--- src/rtl/xowm_pkg.sv ---
// Shared types, constants and opcode helpers for the x86 operand wildcard masker.
package xowm_pkg;

    localparam int WinDepth = 6;
    localparam int ByteW    = 8;

    localparam logic [7:0] OpCallRel  = 8'hE8;
    localparam logic [7:0] OpJmpRel   = 8'hE9;
    localparam logic [7:0] OpTwoByte  = 8'h0F;
    localparam logic [3:0] OpJccHigh  = 4'h8;
    localparam logic [7:0] OpGroup5   = 8'hFF;
    localparam logic [7:0] ModCallRip = 8'h15;
    localparam logic [7:0] ModJmpRip  = 8'h25;
    localparam logic [7:0] ModRmSel   = 8'hC7;
    localparam logic [7:0] ModRmRip   = 8'h05;
    localparam logic [7:0] RexWLow    = 8'h48;
    localparam logic [7:0] RexWHigh   = 8'h4F;

    localparam logic [7:0] OpMovLoad  = 8'h8B;
    localparam logic [7:0] OpMovStore = 8'h89;
    localparam logic [7:0] OpLea      = 8'h8D;
    localparam logic [7:0] OpMovsxd   = 8'h63;
    localparam logic [7:0] OpCmpStore = 8'h39;
    localparam logic [7:0] OpCmpLoad  = 8'h3B;
    localparam logic [7:0] OpXorStore = 8'h31;
    localparam logic [7:0] OpXorLoad  = 8'h33;

    typedef struct packed {
        logic [7:0] code_byte;
        logic       end_of_code;
    } code_item_t;

    typedef struct packed {
        logic [7:0] out_byte;
        logic       wildcard_res;
        logic       final_out;
    } res_item_t;

    typedef logic [WinDepth-1:0][ByteW-1:0] win_bytes_t;
    typedef logic [WinDepth-1:0]            win_masks_t;

    typedef struct packed {
        win_masks_t masks;
        logic [2:0] skip;
    } scan_res_t;

    function automatic logic rip_opcode(input logic [7:0] b);
        logic hit;
        hit = (b >= RexWLow && b <= RexWHigh) || (b == OpTwoByte);
        case (b)
            OpMovLoad, OpMovStore, OpLea, OpMovsxd,
            OpCmpStore, OpCmpLoad, OpXorStore, OpXorLoad: hit = 1'b1;
            default: ;
        endcase
        return hit;
    endfunction

endpackage

--- src/rtl/xowm_scan.sv ---
// Scan rules for the oldest window position: operand masks and skip count.
module xowm_scan
    import xowm_pkg::*;
(
    input  win_bytes_t bytes,
    input  win_masks_t masks,
    input  logic [2:0] avail,
    input  logic [2:0] skip,
    output scan_res_t  res
);

    localparam win_masks_t NearMask = win_masks_t'(6'b011110);
    localparam win_masks_t FarMask  = win_masks_t'(6'b111100);

    logic [7:0] b;
    logic [7:0] n1;
    logic       full_win;

    assign b        = bytes[0];
    assign n1       = bytes[1];
    assign full_win = (avail == 3'(WinDepth));

    always_comb
    begin
        res.masks = masks;
        res.skip  = skip;
        if (skip != 3'd0)
        begin
            res.skip = skip - 3'd1;
        end
        else if ((b == OpCallRel || b == OpJmpRel) && avail >= 3'd5)
        begin
            res.masks = masks | NearMask;
            res.skip  = 3'd4;
        end
        else if (b == OpTwoByte && full_win && n1[7:4] == OpJccHigh)
        begin
            res.masks = masks | FarMask;
            res.skip  = 3'd5;
        end
        else if (b == OpGroup5 && full_win && (n1 == ModCallRip || n1 == ModJmpRip))
        begin
            res.masks = masks | FarMask;
            res.skip  = 3'd5;
        end
        else if (full_win && (n1 & ModRmSel) == ModRmRip && rip_opcode(b))
        begin
            res.masks = masks | FarMask;
        end
    end

endmodule

--- src/rtl/x86_operand_wildcard_masker.sv ---
// Top level: six-byte scan window, end-of-code flush and result register.
// Outside a flush, a byte leaves in the cycle after the byte five places behind it is accepted.
// Throughput: one byte per cycle; the end mark starts a flush of the pending bytes (1..6), which stalls input.
// The single result register sets the rate: input stalls while it holds an untaken result.
// Reset (rst_n low, asynchronous) empties the window and the result register.
module x86_operand_wildcard_masker
    import xowm_pkg::*;
(
    input  logic       clk,
    input  logic       rst_n,
    input  logic       code_valid,
    output logic       code_ready,
    input  code_item_t code_data,
    output logic       res_valid,
    input  logic       res_ready,
    output res_item_t  res_data
);

    win_bytes_t bytes_reg, bytes_next;
    win_masks_t masks_reg, masks_next;
    logic [2:0] fill_reg, fill_next;
    logic [2:0] skip_reg, skip_next;
    logic       flush_reg, flush_next;
    logic       res_valid_reg, res_valid_next;
    res_item_t  res_data_reg, res_data_next;

    win_bytes_t view_bytes;
    win_masks_t view_masks;
    logic [2:0] view_avail;
    scan_res_t  scan;
    logic       slot_free;
    logic       code_fire;

    assign slot_free  = !res_valid_reg || res_ready;
    assign code_ready = !flush_reg && slot_free;
    assign code_fire  = code_valid && code_ready;
    assign res_valid  = res_valid_reg;
    assign res_data   = res_data_reg;

    always_comb
    begin
        view_bytes = bytes_reg;
        view_masks = masks_reg;
        view_avail = fill_reg;
        if (!flush_reg)
        begin
            view_bytes[WinDepth-1] = code_data.code_byte;
            view_masks[WinDepth-1] = 1'b0;
            view_avail             = 3'(WinDepth);
        end
    end

    xowm_scan u_scan (
        .bytes (view_bytes),
        .masks (view_masks),
        .avail (view_avail),
        .skip  (skip_reg),
        .res   (scan)
    );

    always_comb
    begin
        bytes_next     = bytes_reg;
        masks_next     = masks_reg;
        fill_next      = fill_reg;
        skip_next      = skip_reg;
        flush_next     = flush_reg;
        res_valid_next = res_valid_reg && !res_ready;
        res_data_next  = res_data_reg;
        if (flush_reg)
        begin
            if (slot_free)
            begin
                res_valid_next             = 1'b1;
                res_data_next.out_byte     = view_bytes[0];
                res_data_next.wildcard_res = view_masks[0];
                res_data_next.final_out    = (fill_reg == 3'd1);
                bytes_next = win_bytes_t'(view_bytes >> ByteW);
                masks_next = win_masks_t'(scan.masks >> 1);
                skip_next  = scan.skip;
                fill_next  = fill_reg - 3'd1;
                if (fill_reg == 3'd1)
                begin
                    bytes_next = '0;
                    masks_next = '0;
                    skip_next  = 3'd0;
                    flush_next = 1'b0;
                end
            end
        end
        else if (code_fire)
        begin
            if (code_data.end_of_code)
            begin
                bytes_next[fill_reg] = code_data.code_byte;
                masks_next[fill_reg] = 1'b0;
                fill_next            = fill_reg + 3'd1;
                flush_next           = 1'b1;
            end
            else if (fill_reg == 3'(WinDepth - 1))
            begin
                res_valid_next             = 1'b1;
                res_data_next.out_byte     = view_bytes[0];
                res_data_next.wildcard_res = view_masks[0];
                res_data_next.final_out    = 1'b0;
                bytes_next = win_bytes_t'(view_bytes >> ByteW);
                masks_next = win_masks_t'(scan.masks >> 1);
                skip_next  = scan.skip;
            end
            else
            begin
                bytes_next[fill_reg] = code_data.code_byte;
                masks_next[fill_reg] = 1'b0;
                fill_next            = fill_reg + 3'd1;
            end
        end
    end

    always_ff @(posedge clk or negedge rst_n)
    begin
        if (!rst_n)
        begin
            bytes_reg     <= '0;
            masks_reg     <= '0;
            fill_reg      <= 3'd0;
            skip_reg      <= 3'd0;
            flush_reg     <= 1'b0;
            res_valid_reg <= 1'b0;
        end
        else
        begin
            bytes_reg     <= bytes_next;
            masks_reg     <= masks_next;
            fill_reg      <= fill_next;
            skip_reg      <= skip_next;
            flush_reg     <= flush_next;
            res_valid_reg <= res_valid_next;
        end
    end

    always_ff @(posedge clk)
    begin
        res_data_reg <= res_data_next;
    end

`ifndef SYNTHESIS
    a_fill_bound: assert property (@(posedge clk) disable iff (!rst_n)
        !flush_reg |-> fill_reg <= 3'(WinDepth - 1))
        else $error("window fill exceeds depth outside flush");

    a_flush_nonempty: assert property (@(posedge clk) disable iff (!rst_n)
        flush_reg |-> fill_reg != 3'd0)
        else $error("flush with empty window");

    a_flush_end: assert property (@(posedge clk) disable iff (!rst_n)
        (flush_reg && slot_free && fill_reg == 3'd1) |=>
            (!flush_reg && fill_reg == 3'd0 && skip_reg == 3'd0 && res_data_reg.final_out))
        else $error("flush did not close the transaction stream cleanly");

    a_skip_bound: assert property (@(posedge clk) disable iff (!rst_n)
        skip_reg <= 3'd5)
        else $error("skip count out of range");
`endif

endmodule

--- config.mk ---
export PLATFORM = sky130hd
export DESIGN_NAME = x86_operand_wildcard_masker
export DESIGN_NICKNAME = d
export VERILOG_FILES = /design/src/rtl/xowm_pkg.sv /design/src/rtl/xowm_scan.sv /design/src/rtl/x86_operand_wildcard_masker.sv
export SDC_FILE = /design/constraint.sdc
export NUM_CORES = 1
export LEC_CHECK = 0
export ABC_AREA = 1
export BUFFER_PORTS_ARGS = -buffer_cell sky130_fd_sc_hd__buf_2
export CAP_MARGIN = 30
export CORE_UTILIZATION = 55
export DETAILED_ROUTE_END_ITERATION = 7
export GPL_TIMING_DRIVEN = 0
export MAX_ROUTING_LAYER = met4
export PLACE_DENSITY_LB_ADDON = 0.15
export SLEW_MARGIN = 20
export SYNTH_ARGS = -nofsm -noshare
export SYNTH_HDL_FRONTEND = slang
export SYNTH_SLANG_ARGS = --single-unit
export TNS_END_PERCENT = 30
--- constraint.sdc ---
create_clock -name clk -period 2.5 [get_ports clk]
set_input_delay 0.5 -clock clk [delete_from_list [all_inputs] [get_ports clk]]
set_output_delay 0.5 -clock clk [all_outputs]
set_load 0.01 [all_outputs]
### Word-level counts from Yosys, hierarchy flattened

Index checks and enable logic that the tools add are counted.

* output and inout bits: 12
* flip-flop bits (word level): 72
* input bits: 13
* word-level logic and storage cells: 130

* mux-type cells: 58
* bitwise operators: 2
* reduce and logical (&&, ||, !) cells: 26
* eq/ne operators: 22
* add/sub/neg operators: 3
* $lt $le $gt $ge: 5

Operators with widths (count)
* 2-to-1 mux 48 bit: 5
* 2-to-1 mux 10 bit: 5
* bitwise mux 48 bit: 1
* == test 8 bit, second input constant: 6
* 2-to-1 mux 6 bit: 8
* 2-to-1 mux 3 bit: 14
* == test 8 x 6 -> 1 bit, second input constant: 5
* 2-to-1 mux 40 bit: 1
* demux 8 bit (select 3 bit): 1
* 2-to-1 mux 9 bit: 2
* 2-to-1 mux 1 bit: 17
* 2-to-1 mux 8 bit: 2
* logical AND 1 bit: 12
* == test 8 x 4 -> 1 bit, second input constant: 1
* == test 8 x 5 -> 1 bit, second input constant: 1
* == test 8 x 7 -> 1 bit, second input constant: 1
* greater-or-equal comparator 8 x 7 -> 1 bit, second input constant: 1
* less-or-equal comparator 8 x 7 -> 1 bit, second input constant: 1
* OR reduction 8 bit: 1
* AND 6 bit: 1
* == test 3 bit, second input constant: 2
* inverter 6 bit: 1
* subtractor 3 x 1 -> 3 bit, second input constant: 2
* == test 5 x 3 -> 1 bit, second input constant: 1
* other kinds (17): 24

### Depth between registers and ports, before layout

Gate-level depths: netlist of the first run.

* depth in word-level cells: 18
* depth in mapped cells: 13
* mapped depth without buffers: 13

### Cells and area by module

A second synthesis of the first run with hierarchy kept.

* cells, all modules: 708
* area, all modules: 4830.9 µm²

Modules (own cells, without submodules)
* x86_operand_wildcard_masker: cells an instance 623, times used 1, seq. area each 1851.8 µm², area an instance 4430.5 µm²
* xowm_scan: cells an instance 85, times used 1, seq. area each 0.0 µm², area an instance 400.4 µm²

### Worst setup path after synthesis of the first run

No wires, ideal clock.

* path type: flip-flop to flip-flop
* from: register fill_reg[1]
* to: register skip_reg[2]
* required time: 2380 ps
* stages on the path, launching flop included: 10
* data arrival time: 1743 ps
* slack: 637 ps
* path buffers: 0
* library setup time: 120 ps
* period minus slack after synthesis: 1863 ps
* path through: dfrtp_1 > inv_2 > ha_1 > nand2_2 > o21ai_4 > nand2_2 > inv_1 > o21ai_0 > a21oi_1 > nor2_1

* cells in the longest elaborated chain, start to end: 12
* elaborated cells on any way between the ends: 22
* those cells by class: order compare (1); eq/ne (3); mux (11); reduce/logical (7)

Ends and longest elaborated chain
* start, declared: line x86_operand_wildcard_masker.sv:21 `logic [2:0] fill_reg, fill_next;`
* start signal, assigned: line x86_operand_wildcard_masker.sv:134 `fill_reg <= fill_next;`
* 2-to-1 mux 3 bit: line x86_operand_wildcard_masker.sv:45 `if (!flush_reg)`
* == test 3 bit: line xowm_scan.sv:21 `assign full_win = (avail == 3'(WinDepth));`
* logical AND 1 bit (2 in series): line xowm_scan.sv:41 `else if (b == OpGroup5 && full_win && (n1 == ModCallRip || n1 == ModJmpRip))`
* 2-to-1 mux 3 bit: line xowm_scan.sv:41
* 2-to-1 mux 9 bit: line xowm_scan.sv:36 `else if (b == OpTwoByte && full_win && n1[7:4] == OpJccHigh)`
* 2-to-1 mux 9 bit: line xowm_scan.sv:31 `else if ((b == OpCallRel || b == OpJmpRel) && avail >= 3'd5)`
* 2-to-1 mux 3 bit: line xowm_scan.sv:27 `if (skip != 3'd0)`
* 2-to-1 mux 3 bit: line x86_operand_wildcard_masker.sv:100 `else if (fill_reg == 3'(WinDepth - 1))`
* 2-to-1 mux 3 bit: line x86_operand_wildcard_masker.sv:93 `if (code_data.end_of_code)`
* 2-to-1 mux 3 bit: line x86_operand_wildcard_masker.sv:91 `else if (code_fire)`
* 2-to-1 mux 3 bit: line x86_operand_wildcard_masker.sv:70 `if (flush_reg)`
* end signal, assigned: line x86_operand_wildcard_masker.sv:135 `skip_reg <= skip_next;`
* end, declared: line x86_operand_wildcard_masker.sv:22 `logic [2:0] skip_reg, skip_next;`

Parallel ways exist; a longest one is shown, timed or not. The select of a mux whose other input is x is not followed.
A chain may end at the register's enable or synchronous reset.

### Final worst setup path of the first run

Same ends and word-level chain as after synthesis.

==> results of run 1 <==
## routing by layer
metal	global-route usage [%]	up-vias
met3	5.74	15
met2	41.7	85
li1	-	1461
met5	-	-
met1	36.4	1448
met4	11.6	0
## critical path: stages (launching register included)
cell,delay [ns]
dfrtp_1,0.46
inv_2,0.14
ha_1,0.19
nand2_2,0.08
o21ai_4,0.25
nand2_2,0.20
inv_1,0.38
o21ai_0,0.15
a21oi_1,0.16
nor2_1,0.05
## Yosys cell counts, types with 2 or more instances
library cell,count,area (µm²)
edfxtp_1,10,300
buf_4,3,22.5
nand3_1,36,180
nand2_2,3,18.8
inv_2,3,11.3
nor3_1,7,35.0
inv_1,62,233
buf_2,3,15.0
ha_1,5,62.6
nor2_4,3,33.8
o22ai_1,9,56.3
xor2_1,2,17.5
o221ai_1,19,166
buf_6,2,22.5
nor2_1,30,113
clkbuf_1,3,11.3
o221ai_2,19,285
a21oi_1,2,10.0
dfrtp_1,62,1550
o21ai_0,15,75.1
nor3_2,2,20.0
nand2_1,97,364
o21ai_2,3,26.3
## final cells by class
class,instances,area [µm²],area share [%]
flip-flops and latches,72,1850,44.5
multi-input cells,260,1530,36.9
inverters,66,248,5.95
clock buffers,14,183,4.39
repair buffers,25,143,3.43
well taps,77,96.3,2.32
plain buffers,11,71.3,1.71
clock inverters,2,35.0,0.842
## cells by family after synthesis
logic type	after synthesis	synth area share (%)
and+or+nand+nor	180	21.0
AOI/OAI and AO/OA	72	18.0
DFF	72	50.0
adders and majority gates	5	1.69
buffers and inverters	77	8.61
xor gates and xnor gates	3	0.709
## power groups by stage
stage	combinational [mW]	clock [mW]	sequential, mW
after floorplan	1.85	0	1.90
after CTS	2.52	1.01	1.89
final	2.52	1.00	1.89
after global routing	2.80	1.07	1.93
after detailed placement	2.49	0	1.91
after global placement	2.43	0	1.89
## how the worst max path moves through the flow
stage,startpoint,end,slack [ns],depth (start not counted)
finish,fill_reg[1],skip_reg[2],0.30,9
global route,fill_reg[1],skip_reg[2],0.18,9
CTS,fill_reg[1],skip_reg[2],0.32,9
detailed placement,fill_reg[1],skip_reg[2],0.35,9
global placement,fill_reg[1],skip_reg[2],0.37,9
floorplan,fill_reg[1],skip_reg[2],0.64,9
==> flow_summary.yaml, run 1 <==
outcome:
  outcome: "finished with violations"
  violations: "design-rule violations"
layout:
  n_fill_cell: 519
  syn2layout_area_growth_pct: 12.3
  fin_area_um2: 4160
  layout_commonest_cell: "nand2_1"
  largest_register_ffs: 48
  final_cell_mix: "97 x nand2_1, 62 x inv_1, 62 x dfrtp_1, 36 x nand3_1, 30 x nor2_1"
  final_util_pct: 64.8
  n_antenna_cell: 0
  stdcell_count: 527
  nets: 463
  drive_gt1_share_pct: 18.7
timing:
  finalHoldViolations: 0
  worst_slack_ns: 0.303
  period_share_pct: 87.9
  tightest_slew_ns: 0.692
  drv_slew: 0
  post-route-min-period_ns: 2.20
  finalSetupTns_ns: 0
  holdWs_ns: 0.0473
  slew_headroom_pct: 53.6
  setup_viol: 0
  rsz0062_at_grt: "no"
  fin_skew_ns: 0.00393
  max_freq_ghz: 0.455
worst_setup_path:
  ff2ff_path_depth: 9
  crit_path_max_fanout: 12
  cp-end-kind: "flop"
  r2r-start: "fill_reg[1]"
  criticalPathCategory: "flop to flop"
  arrival_ns: 2.43
  rrSetupSlack_ns: 0.30
  start_kind: "flop"
  cp.required_ns: 2.73
  r2r_end: "skip_reg[2]"
floorplanning:
  die_w_um: 84.1
  core_area_um2: 6420
  num_rows: 29
  io_pins: 25
  die_y_um: 84.1
  die-area_um2: 7070
  start_util_pct: 57.7
detailed_routing:
  via_count: 3009
  met2_length_mm: 3.94
  drc: 6
  ant_nets: 0
  wl_met1_mm: 4.02
  highest_layer: "met4"
  met3_length_um: 332
  routed_wl_mm: 8.52
  wl_per_cell_um: 16.2
  detail_route.first_pass.iterations: 7
  drtIter0Drc: 184
  viasPerCell: 5.71
placed_design:
  place_congestion: 0.938
  dp_cells: 511
  hpwl_mm: 6.19
  portBuffers: 24
  place_area_um2: 3940
  place_ws_ns: 0.346
clocking:
  insertion_delay_ns: 0.35
  cts_made_buffers: 9
  clock-root-buffer: "clkbuf_8"
  cts_htree_levels: 3
  cts_tree: "done"
  cts_sinks: 72
  clk_pin_slew_ns: 0.08
  post-cts-setup-buffers: 0
  post_cts_resize_count: 0
  ctsLongestPathBuffers: 2
  cts_hold_buf: 0
pwr:
  combPwrFrac_pct: 46.6
  seq_power_share_pct: 34.9
  clkPwrFrac_pct: 18.5
  peakVddDrop_v: 0.000677
  p_int_mw: 3.08
  p_total_mw: 5.41
  p_sw_share_pct: 43.0
  p_leak_nw: 1.94
  powerDensity_nw_per_um2: 1300
  power.switching_mw: 2.32
synthesis:
  ys.flop_type: "dfrtp_1"
  async_reset_ff_share_pct: 86.1
  synth_edf_count: 10
  ys_seq_area_share_pct: 50.0
  ys_warn_count: 0
  ys_ff_latch: 72
  synth_area_um2: 3700
  syn-num-nets: 427
  syn_inst: 409
  syn-mean-instance-area_um2: 9.06
  ys_types: 32
grt:
  grt-ovfl-total: 0
  grt_pass1_wl_mm: 14.5
  first_global_vias: 2960
  grt_usage_pct: 27.6
  grt_max_degree: 40
  antenna_found_initial: 0
hold_path:
  min_path_type: "input port to async pin"
run:
  maxCapViolCount: 0
No activity file was read; power rests on OpenSTA's default activity.
==> run 2: changes to the inputs <==
Settings changed: ABC_AREA 1 to not set, CELL_PAD_IN_SITES_DETAIL_PLACEMENT set to 1, CELL_PAD_IN_SITES_GLOBAL_PLACEMENT set to 2, CORE_UTILIZATION 55 to 40.
==> flow_summary.yaml, run 2 <==
worst_setup_path:
  arrival_ns: 2.64
  cp.required_ns: 2.79
  crit_path_max_fanout: 15
  r2r-start: "fill_reg[1]"
  r2r_end: "bytes_reg[3]"
  start_kind: "flop"
  ff2ff_path_depth: 9
  rrSetupSlack_ns: 0.15
  criticalPathCategory: "flop to flop"
  cp-end-kind: "flop"
synthesis:
  synth_area_leader_cell: "dfrtp_1"
  async_reset_ff_share_pct: 86.1
  netlist.area_leader.share_pct: 44.4
  syn-num-nets: 343
  yosysMostFrequentCell: "nand2_1"
  synth_edf_count: 10
  synth.top_cells.by_area: "dfrtp_1 44%, edfxtp_1 8.6%, nand2_1 8.2%"
  ys_seq_area_share_pct: 53.0
  syn-mean-instance-area_um2: 10.8
  synth_common_cells: "76 x nand2_1, 62 x dfrtp_1, 27 x a32oi_1"
  ys_types: 56
  ys_warn_count: 0
  ys_ff_latch: 72
  syn_inst: 325
  synth_area_um2: 3500
  ys.flop_type: "dfrtp_1"
grt:
  antenna_found_initial: 0
  grt-ovfl-total: 0
  grt_max_degree: 47
  gr-max-usage-layer: "met2"
  grt_pass1_wl_mm: 15.7
  grtUsageMet2_pct: 38.2
  gr-usage-met3_pct: 4.07
  grt_usage_pct: 23.8
  use_met1_pct: 31.3
  first_global_vias: 2900
timing:
  slew_headroom_pct: 54.3
  drv_slew: 0
  tightest_slew_ns: 0.682
  fin_skew_ns: 0.0113
  post-route-min-period_ns: 2.35
  worst_slack_ns: 0.155
  max_freq_ghz: 0.426
  setup_viol: 0
  finalHoldViolations: 0
  period_share_pct: 93.8
  rsz0062_at_grt: "yes"
run:
  maxCapViolCount: 0
floorplanning:
  io_pins: 25
  start_util_pct: 41.9
  core_area_um2: 8340
  die_y_um: 95.5
  num_rows: 33
  die-area_um2: 9120
  die_w_um: 95.5
detailed_routing:
  via_count: 2785
  wl_per_cell_um: 19.6
  drtIter0Drc: 183
  viasPerCell: 5.91
  routed_wl_mm: 9.21
  detail_route.first_pass.iterations: 7
  ant_nets: 0
  drc: 0
clocking:
  cts_sinks: 72
  cts_htree_levels: 3
  cts_tree: "done"
  ctsLongestPathBuffers: 2
  insertion_delay_ns: 0.35
  cts_made_buffers: 9
  clk_pin_slew_ns: 0.09
  post_cts_resize_count: 0
  clock-root-buffer: "clkbuf_8"
layout:
  largest_register_ffs: 48
  layout_commonest_cell: "nand2_1"
  final_util_pct: 47.9
  nets: 379
  final_cell_mix: "76 x nand2_1, 62 x dfrtp_1, 31 x buf_2, 27 x a32oi_1, 17 x inv_1"
  n_fill_cell: 936
  syn2layout_area_growth_pct: 14.1
  drive_gt1_share_pct: 20.2
  stdcell_count: 471
  n_antenna_cell: 0
outcome:
  outcome: "completed"
placed_design:
  dp_cells: 455
  place_ws_ns: 0.184
  hpwl_mm: 6.60
  portBuffers: 24
  place_congestion: 0.746
pwr:
  p_leak_nw: 1.86
  powerDensity_nw_per_um2: 1180
  peakVddDrop_v: 0.000414
hold_path:
  min_path_type: "input port to async pin"
-- run 2: power breakdown --
group,total [mW],internal (mW),leakage [nW],switching [mW]
Sequential,1.96,1.60,0.938,0.360
Combinational,1.74,0.602,0.819,1.14
Clock,1.00,0.522,0.104,0.479
Total,4.70,2.72,1.86,1.98
-- run 2: worst max path at each step --
stage / start / to / cells past startpoint
2_1_floorplan: fill_reg[1] / bytes_reg[2] / 9
3_3_place_gp: fill_reg[1] / bytes_reg[4] / 9
3_5_place_dp: fill_reg[1] / bytes_reg[3] / 9
4_1_cts: fill_reg[1] / bytes_reg[3] / 9
5_1_grt: fill_reg[1] / bytes_reg[4] / 9
6_report: fill_reg[1] / bytes_reg[3] / 9
-- run 2: area by class of cell --
type | count | area (µm²) | share of cell area [%]
sequential | 72 | 1850 | 46.4
multi-input combinational | 223 | 1520 | 38.0
timing repair buffer | 25 | 150 | 3.76
clock buffer | 10 | 149 | 3.73
tap | 105 | 131 | 3.29
inverter | 18 | 67.6 | 1.69
clock inverter | 6 | 63.8 | 1.60
buffer | 12 | 62.6 | 1.57
-- run 2: worst max-delay path, stage by stage, from the launching register on --
cell and delay [ns]:
dfrtp_1 0.51, inv_1 0.13, ha_1 0.22, nand3b_1 0.14, nand2_1 0.11, nand3_1 0.21
inv_2 0.22, nor2_2 0.45, a22oi_1 0.17, nand2_1 0.10
-- run 2: metrics by stage --
stage / area, µm² / setup TNS (ns) / power, mW / hold WS [ns]
finish: 3990 / 0 / 4.70 / 0.00526
global route: 3990 / -0.514 / 5.06 / 0.00617
CTS: 3990 / 0 / 4.75 / 0.00742
detailed placement: 3780 / 0 / 3.75 / 0.396
global placement: 3750 / 0 / 3.68 / 0.444
floorplan: 3500 / 0 / 3.11 / 0.204
-- run 2: what timing repair did --
action | in CTS | in global routing
endpoints found under the setup margin | 0 | 18
hold buffers | 0 | 0
setup buffers | 0 | 0
-- run 2: kinds of logic after synthesis --
kind of cell | count (synthesis) | share of synthesized area, %
DFF | 72 | 53.0
adders and majority gates | 5 | 1.79
buffers and inverters | 30 | 3.72
AOI/OAI and AO/OA | 89 | 20.9
xor gates and xnor gates | 3 | 0.751
and+or+nand+nor | 126 | 19.9
-- run 2: metal layers --
| metal | up-vias | part of all wire [%] |
|---|---|---|
| li1 | 1297 | - |
| met1 | 1429 | 46 |
| met2 | 50 | 49 |
| met3 | 9 | 3.3 |
| met4 | 0 | 1.1 |
| met5 | - | 0 |
==> run 3: changes to the inputs <==
Settings changed: PLACE_DENSITY set to 0.76, PLACE_DENSITY_LB_ADDON 0.15 to not set.
==> flow_summary.yaml, run 3 (synthesis results as in run 2) <==
detailed_routing:
  wl_per_cell_um: 19.2
  detail_route.first_pass.iterations: 7
  via_count: 2765
  routed_wl_mm: 9.05
  drc: 0
  ant_nets: 0
  viasPerCell: 5.88
  drtIter0Drc: 148
placed_design:
  place_congestion: 0.743
  place_ws_ns: 0.146
  hpwl_mm: 6.55
  place_area_um2: 3780
  portBuffers: 24
timing:
  period_share_pct: 94.3
  slew_headroom_pct: 55.2
  worst_slack_ns: 0.142
  fin_skew_ns: 0.00750
  rsz0062_at_grt: "yes"
  finalHoldViolations: 0
  setup_viol: 0
  max_freq_ghz: 0.424
  post-route-min-period_ns: 2.36
  drv_slew: 0
  tightest_slew_ns: 0.667
  holdWs_ns: 0.0210
worst_setup_path:
  crit_path_max_fanout: 15
  cp.required_ns: 2.74
  critPathMostFrequentCell: "nand2_1"
  crit_chain: "inv_1, ha_1, nand3b_1, nand2_1, nand3_1, inv_2, nor2_2, a32oi_1, nand2_1"
  cp-end-kind: "flop"
  cp_top_family: "simple AND/OR/NAND/NOR gates"
  slowest_stage: "dfrtp_1"
  criticalPathCategory: "flop to flop"
  arrival_ns: 2.60
  r2r-start: "fill_reg[1]"
  max_stage_delay_ns: 0.48
  cp-startpoint: "fill_reg[1]"
  start_kind: "flop"
  critical_path_buf_inv_count: 2
run:
  maxCapViolCount: 0
floorplanning:
  start_util_pct: 41.9
  io_pins: 25
  die-area_um2: 9120
  num_rows: 33
  die_w_um: 95.5
  die_y_um: 95.5
  core_area_um2: 8340
grt:
  grt_max_degree: 46
  grt-ovfl-total: 0
  grt_usage_pct: 22.8
  first_global_vias: 2838
  grt_pass1_wl_mm: 14.9
  antenna_found_initial: 0
clocking:
  clk_pin_slew_ns: 0.08
  cts_made_buffers: 9
  cts_htree_levels: 3
  ctsLongestPathBuffers: 2
  insertion_delay_ns: 0.35
  clock-root-buffer: "clkbuf_8"
  cts_sinks: 72
  cts_tree: "done"
  cts_hold_buf: 0
pwr:
  peakVddDrop_v: 0.000481
  p_leak_nw: 1.85
  powerDensity_nw_per_um2: 1170
hold_path:
  min_path_type: "input port to async pin"
layout:
  seqCellArea_um2: 1850
  drive_gt1_share_pct: 19.7
  layout_commonest_cell: "nand2_1"
  largest_register_ffs: 48
  syn2layout_area_growth_pct: 13.9
  final_cell_mix: "76 x nand2_1, 62 x dfrtp_1, 31 x buf_2, 27 x a32oi_1, 17 x inv_1"
  n_fill_cell: 927
  multi_input_area_um2: 1530
  nets: 379
  fin_area_um2: 3980
  final_util_pct: 47.8
  n_antenna_cell: 0
outcome:
  outcome: "completed"
run 3: cell count changes in the layout (fill, tap and decap cells not counted), sizes merged:
| cell | previous run | this run |
|---|---|---|
| clkbuf | 12 | 13 |
| clkinv | 2 | 0 |
run 3: final cells by class:
cell class / count / share of cell area [%]
repair buffers: 25 / 3.77
plain buffers: 12 / 1.57
well taps: 105 / 3.30
clock inverters: 4 / 1.35
multi-input cells: 223 / 38.3
clock buffers: 11 / 3.55
inverters: 18 / 1.70
flip-flops and latches: 72 / 46.5
run 3: stage by stage:
step                      cells  total power, mW  setup TNS [ns]
after floorplan             325             3.11               0
after global placement      454             3.68               0
after detailed placement    455             3.74               0
after CTS                   470             4.69               0
after global routing        470             5.00         -0.0205
final                       470             4.64               0
run 3: final timing paths:
path / endpoint / slack [ns] / depth (start not counted)
max reg2reg: bytes_reg[24] / 0.14 / 9
min in group clk: res_valid / 0.42 / 3
max in group asynchronous: bytes_reg[21] / 1.97 / 2
min reg2reg: bytes_reg[12] / 0.48 / 2
max: bytes_reg[24] / 0.14 / 9
min: skip_reg[2] / 0.02 / 1
run 3: layer usage:
| metal | GRT usage [%] | vias to the layer above | share of wire [%] |
|---|---|---|---|
| met1 | 29.1 | 1422 | 47 |
| met5 | - | - | 0 |
| met2 | 36.3 | 51 | 49 |
| li1 | - | 1282 | - |
| met4 | 7.34 | 0 | 1.6 |
| met3 | 4.63 | 10 | 3.3 |
run 3: report_power, final:
part / internal [mW] / switching, mW
Combinational: 0.610 / 1.14
Clock: 0.487 / 0.444
Sequential: 1.60 / 0.355
Total: 2.70 / 1.94
run 3: timing repair:
| item | 4_1_cts | 5_1_grt |
|---|---|---|
| setup endpoints to repair | 0 | 5 |
| resized for setup | 0 | 2 |
| setup buffers | 0 | 0 |
